<file path="config.mk">
export PLATFORM = sky130hd
export DESIGN_NAME = scaled_glyph_row_generator_core
export DESIGN_NICKNAME = d
export VERILOG_FILES = /design/src/hdl/sgr_pkg.sv /design/src/hdl/sgr_mask.sv /design/src/hdl/scaled_glyph_row_generator_core.sv
export VERILOG_INCLUDE_DIRS = /design/src /design/src/hdl
export SDC_FILE = /design/constraint.sdc
export NUM_CORES = 1
export LEC_CHECK = 0
export BUFFER_PORTS_ARGS = -buffer_cell sky130_fd_sc_hd__clkbuf_2
export CORE_UTILIZATION = 30
export DETAILED_ROUTE_END_ITERATION = 8
export SLEW_MARGIN = 20
export SYNTH_ARGS = -nofsm -noshare
export SYNTH_HDL_FRONTEND = slang
export SYNTH_HIERARCHICAL = 1
export SYNTH_SLANG_ARGS = --single-unit
</file>
<file path="constraint.sdc">
create_clock -name clk -period 3.1 [get_ports clk]
set_input_delay 0.155 -clock clk [delete_from_list [all_inputs] [get_ports clk]]
set_output_delay 0.155 -clock clk [all_outputs]
set_load 0.005 [all_outputs]
</file>
<file path="src/hdl/assert_macros.svh">
// -----------------------------------------------------------------------------
// assertion macros
// clocked concurrent checks with a synchronous reset disable
// -----------------------------------------------------------------------------
`ifndef ASSERT_MACROS_SVH
`define ASSERT_MACROS_SVH

`ifndef ASSERT_OFF
// implication checked on every clock edge outside reset
`define ASSERT_IMPLY(label, clk, rst, ante, cons) \
  label: assert property (@(posedge clk) disable iff (rst) (ante) |-> (cons)) \
    else $error("assertion failed");
// consequent checked in the cycle after the antecedent
`define ASSERT_NEXT(label, clk, rst, ante, cons) \
  label: assert property (@(posedge clk) disable iff (rst) (ante) |=> (cons)) \
    else $error("assertion failed");
`else
`define ASSERT_IMPLY(label, clk, rst, ante, cons)
`define ASSERT_NEXT(label, clk, rst, ante, cons)
`endif

`endif

</file>
<file path="src/hdl/sgr_pkg.sv">
// -----------------------------------------------------------------------------
// sgr_pkg
// shared widths, defaults and the span column lookup of the glyph row generator
// -----------------------------------------------------------------------------
package sgr_pkg;

  localparam int unsigned SCREEN_WIDTH_DEF  = 480;
  localparam int unsigned SCREEN_HEIGHT_DEF = 320;

  localparam int unsigned GLYPH_W  = 40;
  localparam int unsigned MASK_W   = 24;
  localparam int unsigned SCALE_W  = 3;
  localparam int unsigned GROW_W   = 3;
  localparam int unsigned GLYPH_COLS = 5;
  localparam int unsigned GLYPH_ROWS = 7;

  typedef logic [SCALE_W-1:0] scale_t;
  typedef logic [GROW_W-1:0]  grow_t;

  // glyph column under span pixel gx at scale sc (1..4), by reciprocal for three
  function automatic logic [4:0] col_for(input int unsigned gx, input scale_t sc);
    logic [9:0] g;
    logic [9:0] c;
    g = 10'(gx);
    case (sc)
      3'd1:    c = g;
      3'd2:    c = g >> 1;
      3'd3:    c = (g * 10'd11) >> 5;
      default: c = g >> 2;
    endcase
    return c[4:0];
  endfunction

endpackage

</file>
<file path="src/hdl/sgr_mask.sv">
// -----------------------------------------------------------------------------
// sgr_mask
// builds the on-mask of one cell row from the glyph columns and the scale
// -----------------------------------------------------------------------------
module sgr_mask (
  input  logic [sgr_pkg::GLYPH_W-1:0] glyph,
  input  sgr_pkg::grow_t              grow,
  input  sgr_pkg::scale_t             scale,
  output logic [sgr_pkg::MASK_W-1:0]  mask
);
  import sgr_pkg::*;

  logic [GLYPH_COLS-1:0] row_bits;

  // one bit per glyph column for this glyph row, row seven is blank
  always_comb begin
    for (int c = 0; c < GLYPH_COLS; c++) begin
      row_bits[c] = glyph[c*8 + int'(grow)] && (grow != grow_t'(GLYPH_ROWS));
    end
  end

  // replicate columns by the scale, column five and beyond stay clear
  always_comb begin
    logic [4:0] col;
    for (int gx = 0; gx < MASK_W; gx++) begin
      col = col_for(gx, scale);
      mask[gx] = (col < 5'(GLYPH_COLS)) ? row_bits[col[2:0]] : 1'b0;
    end
  end

endmodule

</file>
<file path="src/hdl/scaled_glyph_row_generator_core.sv">
// -----------------------------------------------------------------------------
// scaled_glyph_row_generator_core
// turns one character word into one framebuffer span word per cell row
// -----------------------------------------------------------------------------
// A character passes three set-up steps (latch, bounds check with the row
// base multiply, column add) and then gives one cell row per cycle while the
// output is not stalled, 8*scale rows; a dropped character leaves after the
// bounds check. The row loop steps the framebuffer index through one shared
// adder that adds the column origin once and then the screen width per row.
// The next character is taken once the last row sits in the output register.
module scaled_glyph_row_generator_core #(
  parameter int unsigned SCREEN_WIDTH  = sgr_pkg::SCREEN_WIDTH_DEF,
  parameter int unsigned SCREEN_HEIGHT = sgr_pkg::SCREEN_HEIGHT_DEF
) (
  input  logic                        clk,
  input  logic                        rst,
  input  logic                        item_valid,
  output logic                        item_stall,
  input  logic                        first_of_string,
  input  logic signed [15:0]          start_x,
  input  logic signed [15:0]          start_y,
  input  logic [2:0]                  scale,
  input  logic [15:0]                 fg_color,
  input  logic [15:0]                 bg_color,
  input  logic                        transparent,
  input  logic [sgr_pkg::GLYPH_W-1:0] glyph_columns,
  output logic                        row_valid,
  input  logic                        row_stall,
  output logic [17:0]                 pixel_index,
  output logic [4:0]                  span_width,
  output logic [sgr_pkg::MASK_W-1:0]  on_mask,
  output logic [15:0]                 fore_value,
  output logic [15:0]                 back_value,
  output logic                        write_background,
  output logic                        last_row
);
  import sgr_pkg::*;

  `include "assert_macros.svh"

  localparam int unsigned SW_BITS = $clog2(SCREEN_WIDTH + 1);
  localparam int unsigned PROD_W  = 16 + SW_BITS;
  localparam logic [SW_BITS-1:0] SW_U = SW_BITS'(SCREEN_WIDTH);
  localparam logic signed [17:0] SW_S = 18'(SCREEN_WIDTH);
  localparam logic signed [17:0] SH_S = 18'(SCREEN_HEIGHT);

  localparam logic [1:0] ST_IDLE  = 2'd0;
  localparam logic [1:0] ST_CHECK = 2'd1;
  localparam logic [1:0] ST_BASE  = 2'd2;
  localparam logic [1:0] ST_ROWS  = 2'd3;

  logic [1:0]               state;
  logic signed [15:0]       cursor_col;
  logic signed [15:0]       top_row;
  scale_t                   held_scale;
  logic [15:0]              held_fore;
  logic [15:0]              held_back;
  logic                     held_transparent;
  logic                     string_stopped;
  logic [GLYPH_W-1:0]       glyph;
  logic [17:0]              idx;
  logic [4:0]               row_cnt;
  logic [1:0]               rep_cnt;
  grow_t                    grow;

  logic [4:0]               cell_w;
  logic [4:0]               h_last;
  logic signed [17:0]       col_end;
  logic signed [17:0]       row_end;
  logic                     off_screen;
  logic [PROD_W-1:0]        base_prod;
  logic [17:0]              add_op;
  logic [17:0]              add_sum;
  logic [MASK_W-1:0]        mask_w;
  logic                     item_take;
  logic                     row_load;
  scale_t                   sc_clamped;

  assign item_stall = (state != ST_IDLE);
  assign item_take  = item_valid && !item_stall;
  assign row_load   = !row_valid || !row_stall;

  // cell geometry
  assign cell_w = 5'(held_scale) * 5'd6;
  assign h_last = 5'({held_scale, 3'b000} - 6'd1);

  // bounds of the cell against the screen
  assign col_end    = 18'(cursor_col) + 18'(cell_w);
  assign row_end    = 18'(top_row) + 18'({held_scale, 3'b000});
  assign off_screen = cursor_col[15] || top_row[15] || (col_end > SW_S) || (row_end > SH_S);

  // row base of the cell
  assign base_prod = PROD_W'(top_row[15:0]) * PROD_W'(SW_U);

  // shared index adder: column origin once, then one screen width per row
  assign add_op  = (state == ST_BASE) ? 18'(cursor_col[15:0]) : 18'(SCREEN_WIDTH);
  assign add_sum = idx + add_op;

  // requested scale clamped to one..four
  always_comb begin
    if (scale == 3'd0) begin
      sc_clamped = 3'd1;
    end else if (scale > 3'd4) begin
      sc_clamped = 3'd4;
    end else begin
      sc_clamped = scale;
    end
  end

  sgr_mask u_mask (
    .glyph (glyph),
    .grow  (grow),
    .scale (held_scale),
    .mask  (mask_w)
  );

  // sequencer and string state
  always_ff @(posedge clk) begin
    if (rst) begin
      state            <= ST_IDLE;
      cursor_col       <= '0;
      top_row          <= '0;
      held_scale       <= 3'd1;
      held_fore        <= '0;
      held_back        <= '0;
      held_transparent <= 1'b0;
      string_stopped   <= 1'b1;
    end else begin
      unique case (state)
        ST_IDLE: begin
          if (item_take) begin
            if (first_of_string) begin
              cursor_col       <= start_x;
              top_row          <= start_y;
              held_scale       <= sc_clamped;
              held_fore        <= fg_color;
              held_back        <= bg_color;
              held_transparent <= transparent;
              string_stopped   <= 1'b0;
            end
            state <= ST_CHECK;
          end
        end
        ST_CHECK: begin
          if (string_stopped) begin
            state <= ST_IDLE;
          end else if (off_screen) begin
            string_stopped <= 1'b1;
            state          <= ST_IDLE;
          end else begin
            state <= ST_BASE;
          end
        end
        ST_BASE: begin
          state <= ST_ROWS;
        end
        ST_ROWS: begin
          if (row_load && (row_cnt == h_last)) begin
            cursor_col <= cursor_col + 16'(cell_w);
            state      <= ST_IDLE;
          end
        end
        default: state <= ST_IDLE;
      endcase
    end
  end

  // glyph word, index and row counters
  always_ff @(posedge clk) begin
    if (item_take) begin
      glyph <= glyph_columns;
    end
    if (state == ST_CHECK) begin
      idx <= base_prod[17:0];
    end else if (state == ST_BASE || (state == ST_ROWS && row_load)) begin
      idx <= add_sum;
    end
    if (state == ST_BASE) begin
      row_cnt <= '0;
      rep_cnt <= '0;
      grow    <= '0;
    end else if (state == ST_ROWS && row_load) begin
      row_cnt <= row_cnt + 5'd1;
      if (rep_cnt == 2'(held_scale - 3'd1)) begin
        rep_cnt <= '0;
        grow    <= grow + grow_t'(1);
      end else begin
        rep_cnt <= rep_cnt + 2'd1;
      end
    end
  end

  // output word register
  always_ff @(posedge clk) begin
    if (rst) begin
      row_valid <= 1'b0;
    end else if (state == ST_ROWS && row_load) begin
      row_valid <= 1'b1;
    end else if (!row_stall) begin
      row_valid <= 1'b0;
    end
  end

  always_ff @(posedge clk) begin
    if (state == ST_ROWS && row_load) begin
      pixel_index      <= idx;
      span_width       <= cell_w;
      on_mask          <= mask_w;
      fore_value       <= held_fore;
      back_value       <= held_transparent ? 16'd0 : held_back;
      write_background <= !held_transparent;
      last_row         <= (row_cnt == h_last);
    end
  end

  // checks
  `ASSERT_NEXT(a_busy_after_take, clk, rst, item_take, item_stall)
  `ASSERT_IMPLY(a_span_legal, clk, rst, row_valid,
                span_width == 5'd6 || span_width == 5'd12 ||
                span_width == 5'd18 || span_width == 5'd24)
  `ASSERT_IMPLY(a_rows_live_string, clk, rst, state == ST_ROWS, !string_stopped)
  `ASSERT_IMPLY(a_back_cleared, clk, rst, row_valid && !write_background,
                back_value == 16'd0)

endmodule
</file>
# After elaboration in Yosys (flattened, before gate mapping)
# Cells that the tools add are included.
# word_totals
out_inout_bits	83
elab_cells	261
input_bits	113
register_bits	220
# classes
eq_ne	13
addsub	13
n_mux	105
n_reduce_logical	29
magnitude_cmp	54
mul	2
# ops
operator	n
less-than comparator 32 x 8 -> 1 bit (second input constant)	4
one-hot mux 5 bit (3 select lines)	8
less-than comparator 3 x 4 -> 1 bit (second input constant)	22
one-hot mux 4 bit (3 select lines)	7
binary-select mux 1 bit (select 3 bit)	24
2-to-1 mux 16 bit	4
less-than comparator 5 x 3 -> 1 bit (second input constant)	10
2-to-1 mux 1 bit	39
2-to-1 mux 18 bit	2
> comparator 17 x 10 -> 1 bit (second input constant)	2
less-than comparator 4 x 3 -> 1 bit (second input constant)	8
one-hot mux 16 bit (2 select lines)	1
binary-select mux 1 bit (select 6 bit)	4
adder 18 x 16 -> 18 bit	1
one-hot mux 3 bit (3 select lines)	2
adder 16 x 6 -> 17 bit	1
adder 16 x 7 -> 17 bit	1
adder 16 x 5 -> 16 bit	1
multiplier 16 x 4 -> 13 bit (second input constant)	1
adder 5 x 3 -> 6 bit (first input constant)	2
less-than comparator 3 bit (second input constant)	4
one-hot mux 3 bit (2 select lines)	2
2-to-1 mux 2 bit	5
logical AND 1 bit	8
35 further kinds	53

# Depth between registers and ports, before layout
# Gate-level depths: netlist of the first run.
# depth
word_depth	8
ltp_mapped	15
ltp_nobuf	12

# Modules after synthesis
# The synthesis of the first run kept the hierarchy.
# by_module_without_submodules
module	area_per_inst_um2	seq_area_each_um2	instances	cells_each
scaled_glyph_row_generator_core	10123.5	5735.5	1	919
sgr_mask	654.4	0.0	1	88

# Worst setup path before layout of the first run
# Ideal clock, no wire load.
# synth_path
path_type	reg2reg
startpoint	register top_row[4]
endpoint	register idx[16], data pin
stages_incl_launch_ff	11
n_path_buf	0
t_required_ns	2.826
synth_period_minus_slack_ns	3.256
slack_ns	-0.156
arrival_ns	2.982
setup_ns	0.274
cell_sequence	dfxtp_1 fa_1 fa_1 ha_1 a21o_1 a21o_1 o21ai_0 a21oi_1 a211oi_1 xor2_1 o22ai_1
# synth_between
elab_chain_len	2
# synth_lines
element	line_no	rtl
from (decl)	scaled_glyph_row_generator_core.sv:54	logic signed [15:0] top_row;
from (signal assigned)	scaled_glyph_row_generator_core.sv:134	top_row <= start_y;
multiplier 16 x 4 -> 13 bit	scaled_glyph_row_generator_core.sv:93	assign base_prod = PROD_W'(top_row[15:0]) * PROD_W'(SW_U);
2-to-1 mux 18 bit	scaled_glyph_row_generator_core.sv:173	if (state == ST_CHECK) begin
to (signal assigned)	scaled_glyph_row_generator_core.sv:174	idx <= base_prod[17:0];
to (signal assigned)	scaled_glyph_row_generator_core.sv:176	idx <= add_sum;
to (decl)	scaled_glyph_row_generator_core.sv:61	logic [17:0] idx;
# No other way between the ends.
# A chain may end at the register's enable or synchronous reset.

# Worst setup path in the final report of the first run
# layout_path
startpoint	register top_row[2]
endpoint	register idx[16], data pin
# Same word-level chain as after synthesis.

==> impl_results.md, run 1 <==
- Cell depth of the worst hold path: 3
- Power per cell area: 503 nW/um^2
- Critical path capture point type: register
- Leakage power total: between 0.005 and 0.006 uW
- Area of the placeable core: 34800 um^2
- Fraction of the core area covered by cells at the end of the flow: 0.413
- Maximum level of the CTS H-tree: 1
- Cell chosen for the clock root: sky130_fd_sc_hd__clkbuf_16
- Die boundary width: around 190 um
- Final estimated routing congestion in global placement: roughly 0.84
- Ant diodes: 0
- R2R Path Start: top_row[2]
- Max-cap violations: 0
- CTS tree: yes
- Number of hold violations in the final report: 0
- Status: finished clean
- Data required time at the worst endpoint: between 3000 and 4000 ps
- Average size of a mapped cell: 10.6 um^2
- Mean number of vias per cell: 4.69
- Final net count: roughly 1.5k
- Die extent in y: 191 um
- Clock edge transition at the registers on the reported setup and hold paths: 70 ps
- Total Routed Length: 27900 um
- Worst min path class: in2reg
- Number of buffers added by the clock tree synthesis step: 24
- Clock insertion delay at the later pin of the skew report: 530 ps
- Slew at the pin closest to its max-slew limit: approximately 860 ps
- R2r worst-path depth: 11
- Data arrival time of the worst path: 3330 ps
- Type of the worst setup path: reg2reg
- Clk buf depth: 3
- Relative area change from synthesis to final layout: 34.4%
- Pin count of the biggest net entering global routing: 70
- Total standard cell area after synthesis: 10700 um^2
- Remaining design rule violation count: 0
- RSZ-0062 raised after global routing: yes
- Remaining global-route overflow: 0
- Maximum ir drop on the vdd rail: 0.000476 V
- All-layer global routing usage: 0.151
- Max Slew Vio Count: 0
- Post-placement cell count: between 1.5k and 2k
- Vias in the first global route: between 8k and 9k
- Remaining max-slew budget at the tightest pin: 0.424
- Yosys warning count: 6
- Initial core utilization: 0.307
- Count of buffers from port buffering: 191
- CTS sink cnt: 217
- HPWL after DPL: 19200 um
- Pre-antenna DRT Iters: 5
- Total Die Area: 36400 um^2
- Via count: 8412
- Number of antenna violations at the first check in global routing: 0
- Time the final worst path needs with I/O delays and setup: roughly 3000 ps
- Type of origin of the critical path: register
- Final setup viols: 0
- Number of placed I/O pins: 196
- Global-route wire length before repair: 43500 um
- Average wire per standard cell: 15.6 um
- Filler-free cell count of the finished design: 1794
- Clock tree skew after final layout: 10.1 ps
- Source of the critical timing path: top_row[2]
- Post-route ant nets: 0
- Rows: 68
- Syn Inst Count: 1004
- Share of layout cells above drive strength 1: 0.247
- Critical hold path startpoint: start_x[12]
- Maximum clock rate: 325 MHz
- Final critical-path share of the clock period: 0.992
- Initial drt markers: 388
- WHS: between 30 and 40 ps
- Largest driver fanout on the critical path: 4
through the flow:
| step | power [uW] | setup WS, ps | area, um^2 | setup TNS, ps |
|---|---|---|---|---|
| CTS | 7320 | -16.7 | 14300 | -16.7 |
| global placement | 3970 | -101 | 12300 | -234 |
| floorplan | 3740 | -24.4 | 10700 | -24.4 |
| global route | 7530 | -105 | 14400 | -198 |
| finish | 7230 | 23.6 | 14400 | 0 |
| detailed placement | 3990 | -171 | 12300 | -396 |
power by group:
part	internal (uW)	switching (uW)
sequential	3170	85.7
clock	1980	1200
combinational	395	399
total	5550	1690
registers in the layout (all words and copies together), names as in the netlist, named ones only:
name / cells
grow: 3
held_fore: 16
cursor_col: 16
string_stopped: 1
held_back: 16
last_row: 1
fore_value: 16
held_transparent: 1
back_value: 16
write_background: 1
on_mask: 24
span_width: 4
idx: 18
state: 1
row_cnt: 5
top_row: 16
held_scale: 3
rep_cnt: 2
pixel_index: 18
glyph: 37
row_valid: 1
path summary, 6_finish.rpt:
kind / to / slack [ps]
min: cursor_col[12] / 40
max reg2reg: idx[16] / 20
min reg2reg: fore_value[1] / 430
max: idx[16] / 20
cell type report:
type	instances	area [um^2]
fill	3313	20400
multi-input combinational	718	4830
clock inverter	15	210
clock buffer	29	682
tap	455	569
sequential	217	5650
timing repair buffer	347	2380
inverter	13	48.8
cell usage in the layout, fill, tap and decap left out, types with 11 or more instances in the layout:
master                          count
sky130_fd_sc_hd__nand2_1          167
sky130_fd_sc_hd__xor2_1            20
sky130_fd_sc_hd__edfxtp_1         130
sky130_fd_sc_hd__ha_1              42
sky130_fd_sc_hd__clkbuf_16         26
sky130_fd_sc_hd__buf_4             56
sky130_fd_sc_hd__a21oi_1           82
sky130_fd_sc_hd__nor2b_1           25
sky130_fd_sc_hd__inv_1             13
sky130_fd_sc_hd__xnor2_1           25
sky130_fd_sc_hd__dlygate4sd3_1    100
sky130_fd_sc_hd__nor3_1            13
sky130_fd_sc_hd__nand3_1           21
sky130_fd_sc_hd__clkbuf_2         191
sky130_fd_sc_hd__mux2i_1           11
sky130_fd_sc_hd__fa_1              22
sky130_fd_sc_hd__nor2_1            63
sky130_fd_sc_hd__o211ai_1          11
sky130_fd_sc_hd__o21ai_0           23
sky130_fd_sc_hd__dfxtp_1           83
sky130_fd_sc_hd__nand2b_1          13
sky130_fd_sc_hd__and2_1            13
metal layers:
metal / vias up / share of wire / global-route usage
li1: 4211 / - / -
met1: 3946 / 0.45 / 0.201
met2: 211 / 0.48 / 0.252
met3: 44 / 0.042 / 0.0219
met4: 0 / 0.028 / 0.0480
met5: - / 0 / 0
timing repair:
action                                  in CTS  in global routing
pin swaps                                    8                 10
hold endpoints to repair                   100                  0
endpoints found under the setup margin       3                  8
setup buffers                                2                  8
hold buffers                               100                  0
gates resized for setup                      9                  9
worst max-delay path, cell delays in order, from the launching register on:
cell and delay (ps):
sky130_fd_sc_hd__dfxtp_4 360, sky130_fd_sc_hd__buf_4 130, sky130_fd_sc_hd__fa_1 450, sky130_fd_sc_hd__fa_1 470, sky130_fd_sc_hd__ha_1 320, sky130_fd_sc_hd__a21o_1 180
sky130_fd_sc_hd__a21o_1 190, sky130_fd_sc_hd__o21ai_2 200, sky130_fd_sc_hd__a21oi_2 90, sky130_fd_sc_hd__a211oi_2 180, sky130_fd_sc_hd__xor2_1 160, sky130_fd_sc_hd__o22ai_1 70
Power figures use the tool's default switching activity.
==> inputs of run 2 (changes only) <==
SETUP_SLACK_MARGIN = 0.3   (was not set)
==> impl_results.md, run 2 (synthesis gave the netlist of run 1 again) <==
- Count of buffers from port buffering: 191 (unchanged)
- Remaining design rule violation count: 0 (unchanged)
- Number of antenna violations at the first check in global routing: 3 (+3)
- Critical path capture point type: register
- HPWL after DPL: 19000 um (-0.76%)
- Worst min path class: in2reg
- Global-route wire length before repair: 43000 um (-1.1%)
- Pin count of the biggest net entering global routing: 78 (+11%)
- Type of the worst setup path: reg2reg
- Number of placed I/O pins: 196 (unchanged)
- Final net count: 1496 (-0.27%)
- Status: finished clean
- Clk buf depth: 3 (unchanged)
- Total Die Area: 36400 um^2 (unchanged)
- Maximum ir drop on the vdd rail: 0.000418 V (-12%)
- Max Slew Vio Count: 0 (unchanged)
- All-layer global routing usage: 0.148 (-0.00303)
- Total Routed Length: 27800 um (-0.56%)
- Largest driver fanout on the critical path: 5 (+1)
- Data required time at the worst endpoint: 3360 ps (about the same)
- Time the final worst path needs with I/O delays and setup: 3040 ps (-39.3 ps)
- Most common cell after layout, fill and taps aside: sky130_fd_sc_hd__clkbuf_2
- Number of buffers added by the clock tree synthesis step: 25 (+4.2%)
- Initial core utilization: 0.307 (unchanged)
- Final estimated routing congestion in global placement: 0.847 (+0.43%)
- Rows: 68 (unchanged)
- Remaining global-route overflow: 0 (unchanged)
- Cell with the most instances on the worst path: sky130_fd_sc_hd__buf_4
- Combined area of the multi-input logic cells: 5060 um^2 (+4.8%)
- Remaining max-slew budget at the tightest pin: 0.449 (+0.0258)
- Number of flip-flops in the largest register: 37 (unchanged)
- Final critical-path share of the clock period: 0.980 (-0.0127)
- Maximum level of the CTS H-tree: 1 (unchanged)
- Fill count: 3328 (+0.45%)
- Critical path cell sequence: fa_2 > fa_1 > ha_1 > a21oi_2 > buf_4 > buf_4 > buf_4 > buf_4 > nor2b_1 > nor2_1 > xor2_1 > o22ai_1
- Leakage power total: 0.00579 uW (-0.49%)
- Type of origin of the critical path: register
- Die boundary width: 191 um (unchanged)
- Initial drt markers: 394 (+1.5%)
- Slew at the pin closest to its max-slew limit: 823 ps (-41.8 ps)
- Number of hold violations in the final report: 0 (unchanged)
- Share of layout cells above drive strength 1: 0.276 (+0.0290)
- Average wire per standard cell: 15.5 um (-0.51%)
- Power per cell area: 485 nW/um^2 (-3.7%)
- Die extent in y: 191 um (unchanged)
- Relative area change from synthesis to final layout: 36.6%
- Data arrival time of the worst path: 3300 ps (-30 ps)
- Cell chosen for the clock root: sky130_fd_sc_hd__clkbuf_16
- Vias in the first global route: 8150 (-2.3%)
- Pre-antenna DRT Iters: 5 (unchanged)
- Max-cap violations: 0 (unchanged)
- WHS: 27.5 ps (-10.5 ps)
- Highest-count cells in the layout ignoring fill and taps: sky130_fd_sc_hd__clkbuf_2 (191), sky130_fd_sc_hd__nand2_1 (165), sky130_fd_sc_hd__edfxtp_1 (130)
- Post-route ant nets: 0 (unchanged)
- Slowest cell on the critical path: sky130_fd_sc_hd__fa_1
- Final sum of negative setup slack: 0 ps (unchanged)
- Clock edge transition at the registers on the reported setup and hold paths: 70 ps (about the same)
- Via count: 8429 (+0.20%)
- Area of the placeable core: 34800 um^2 (unchanged)
- Mean number of vias per cell: 4.70 (+0.26%)
- Clock tree skew after final layout: 20.0 ps (+9.95 ps)
- RSZ-0062 raised after global routing: yes
- Maximum clock rate: 329 MHz (+1.3%)
- Largest reg by FF count: glyph
- Final setup viols: 0 (unchanged)
- CTS tree: yes
- Clock insertion delay at the later pin of the skew report: 540 ps (about the same)
- Sequential Area: 5670 um^2 (+0.33%)
- Max stage delay on crit path: 530 ps (+60 ps)
- CTS sink cnt: 217 (unchanged)
- Regs by FF count: glyph x37, on_mask x24
==> run 2: layout make-up <==
class | count | share of cell area
Clock buffer | 31 | 0.0451
Multi-Input combinational cell | 718 | 0.347
Antenna cell | 2 | 0.000343
Clock inverter | 15 | 0.0121
Timing Repair Buffer | 342 | 0.165
Tap cell | 455 | 0.0390
Sequential cell | 217 | 0.389
Inverter | 13 | 0.00334
==> run 2: stage by stage <==
stage                     worst slack (ps)  cells  area [um^2]  power (uW)   util
final                                 62.9   1793        14600        7070  0.419
after global placement                36.7   1627        12400        3960  0.355
after CTS                             49.0   1786        14400        7130  0.413
after detailed placement             -57.0   1627        12400        3980  0.355
after global routing                 -78.4   1793        14600        7370  0.419
after floorplan                        190   1007        10800        3750      -
==> run 2: metal layers <==
layer / vias up / global-route usage / wire, um
li1: 4210 / - / -
met4: 2 / 0.0557 / 934
met5: - / 0 / 13
met2: 215 / 0.243 / 13100
met3: 48 / 0.0245 / 1320
met1: 3954 / 0.195 / 12500
==> run 2: path summary, 6_finish.rpt <==
check                startpoint             end  slack, ps  cells after the start
setup / recovery     top_row[2]         idx[10]         60                     12
hold / removal      start_x[12]  cursor_col[12]         30                      3
setup reg to reg     top_row[2]         idx[10]         60                     12
hold reg to reg   held_fore[15]  fore_value[15]        430                      0
==> run 2: worst max-delay path, delay by kind of cell (launching register included) <==
kind / cells / cell delay [ps]
fa+ha+maj: 3 / 1310
buf+inv: 4 / 490
flops: 1 / 380
simple gates: 2 / 180
xor+xnor: 1 / 230
compound gates: 2 / 190
==> run 2: where the power goes <==
group / internal, uW / switching [uW] / leakage [uW] / total, uW
combinational: 397 / 403 / 0.00344 / 800
sequential: 3170 / 86.8 / 0.00195 / 3250
clock: 1780 / 1240 / 0.000401 / 3020
total: 5340 / 1730 / 0.00579 / 7070
==> run 2: repair_timing <==
| item | 4_1_cts | 5_1_grt |
|---|---|---|
| hold buffers | 100 | 0 |
| pin swaps | 14 | 16 |
| hold endpoints to repair | 100 | 0 |
| setup buffers | 13 | 3 |
| resized for setup | 25 | 32 |
| gates cloned | 0 | 2 |
| endpoints found under the setup margin | 10 | 13 |
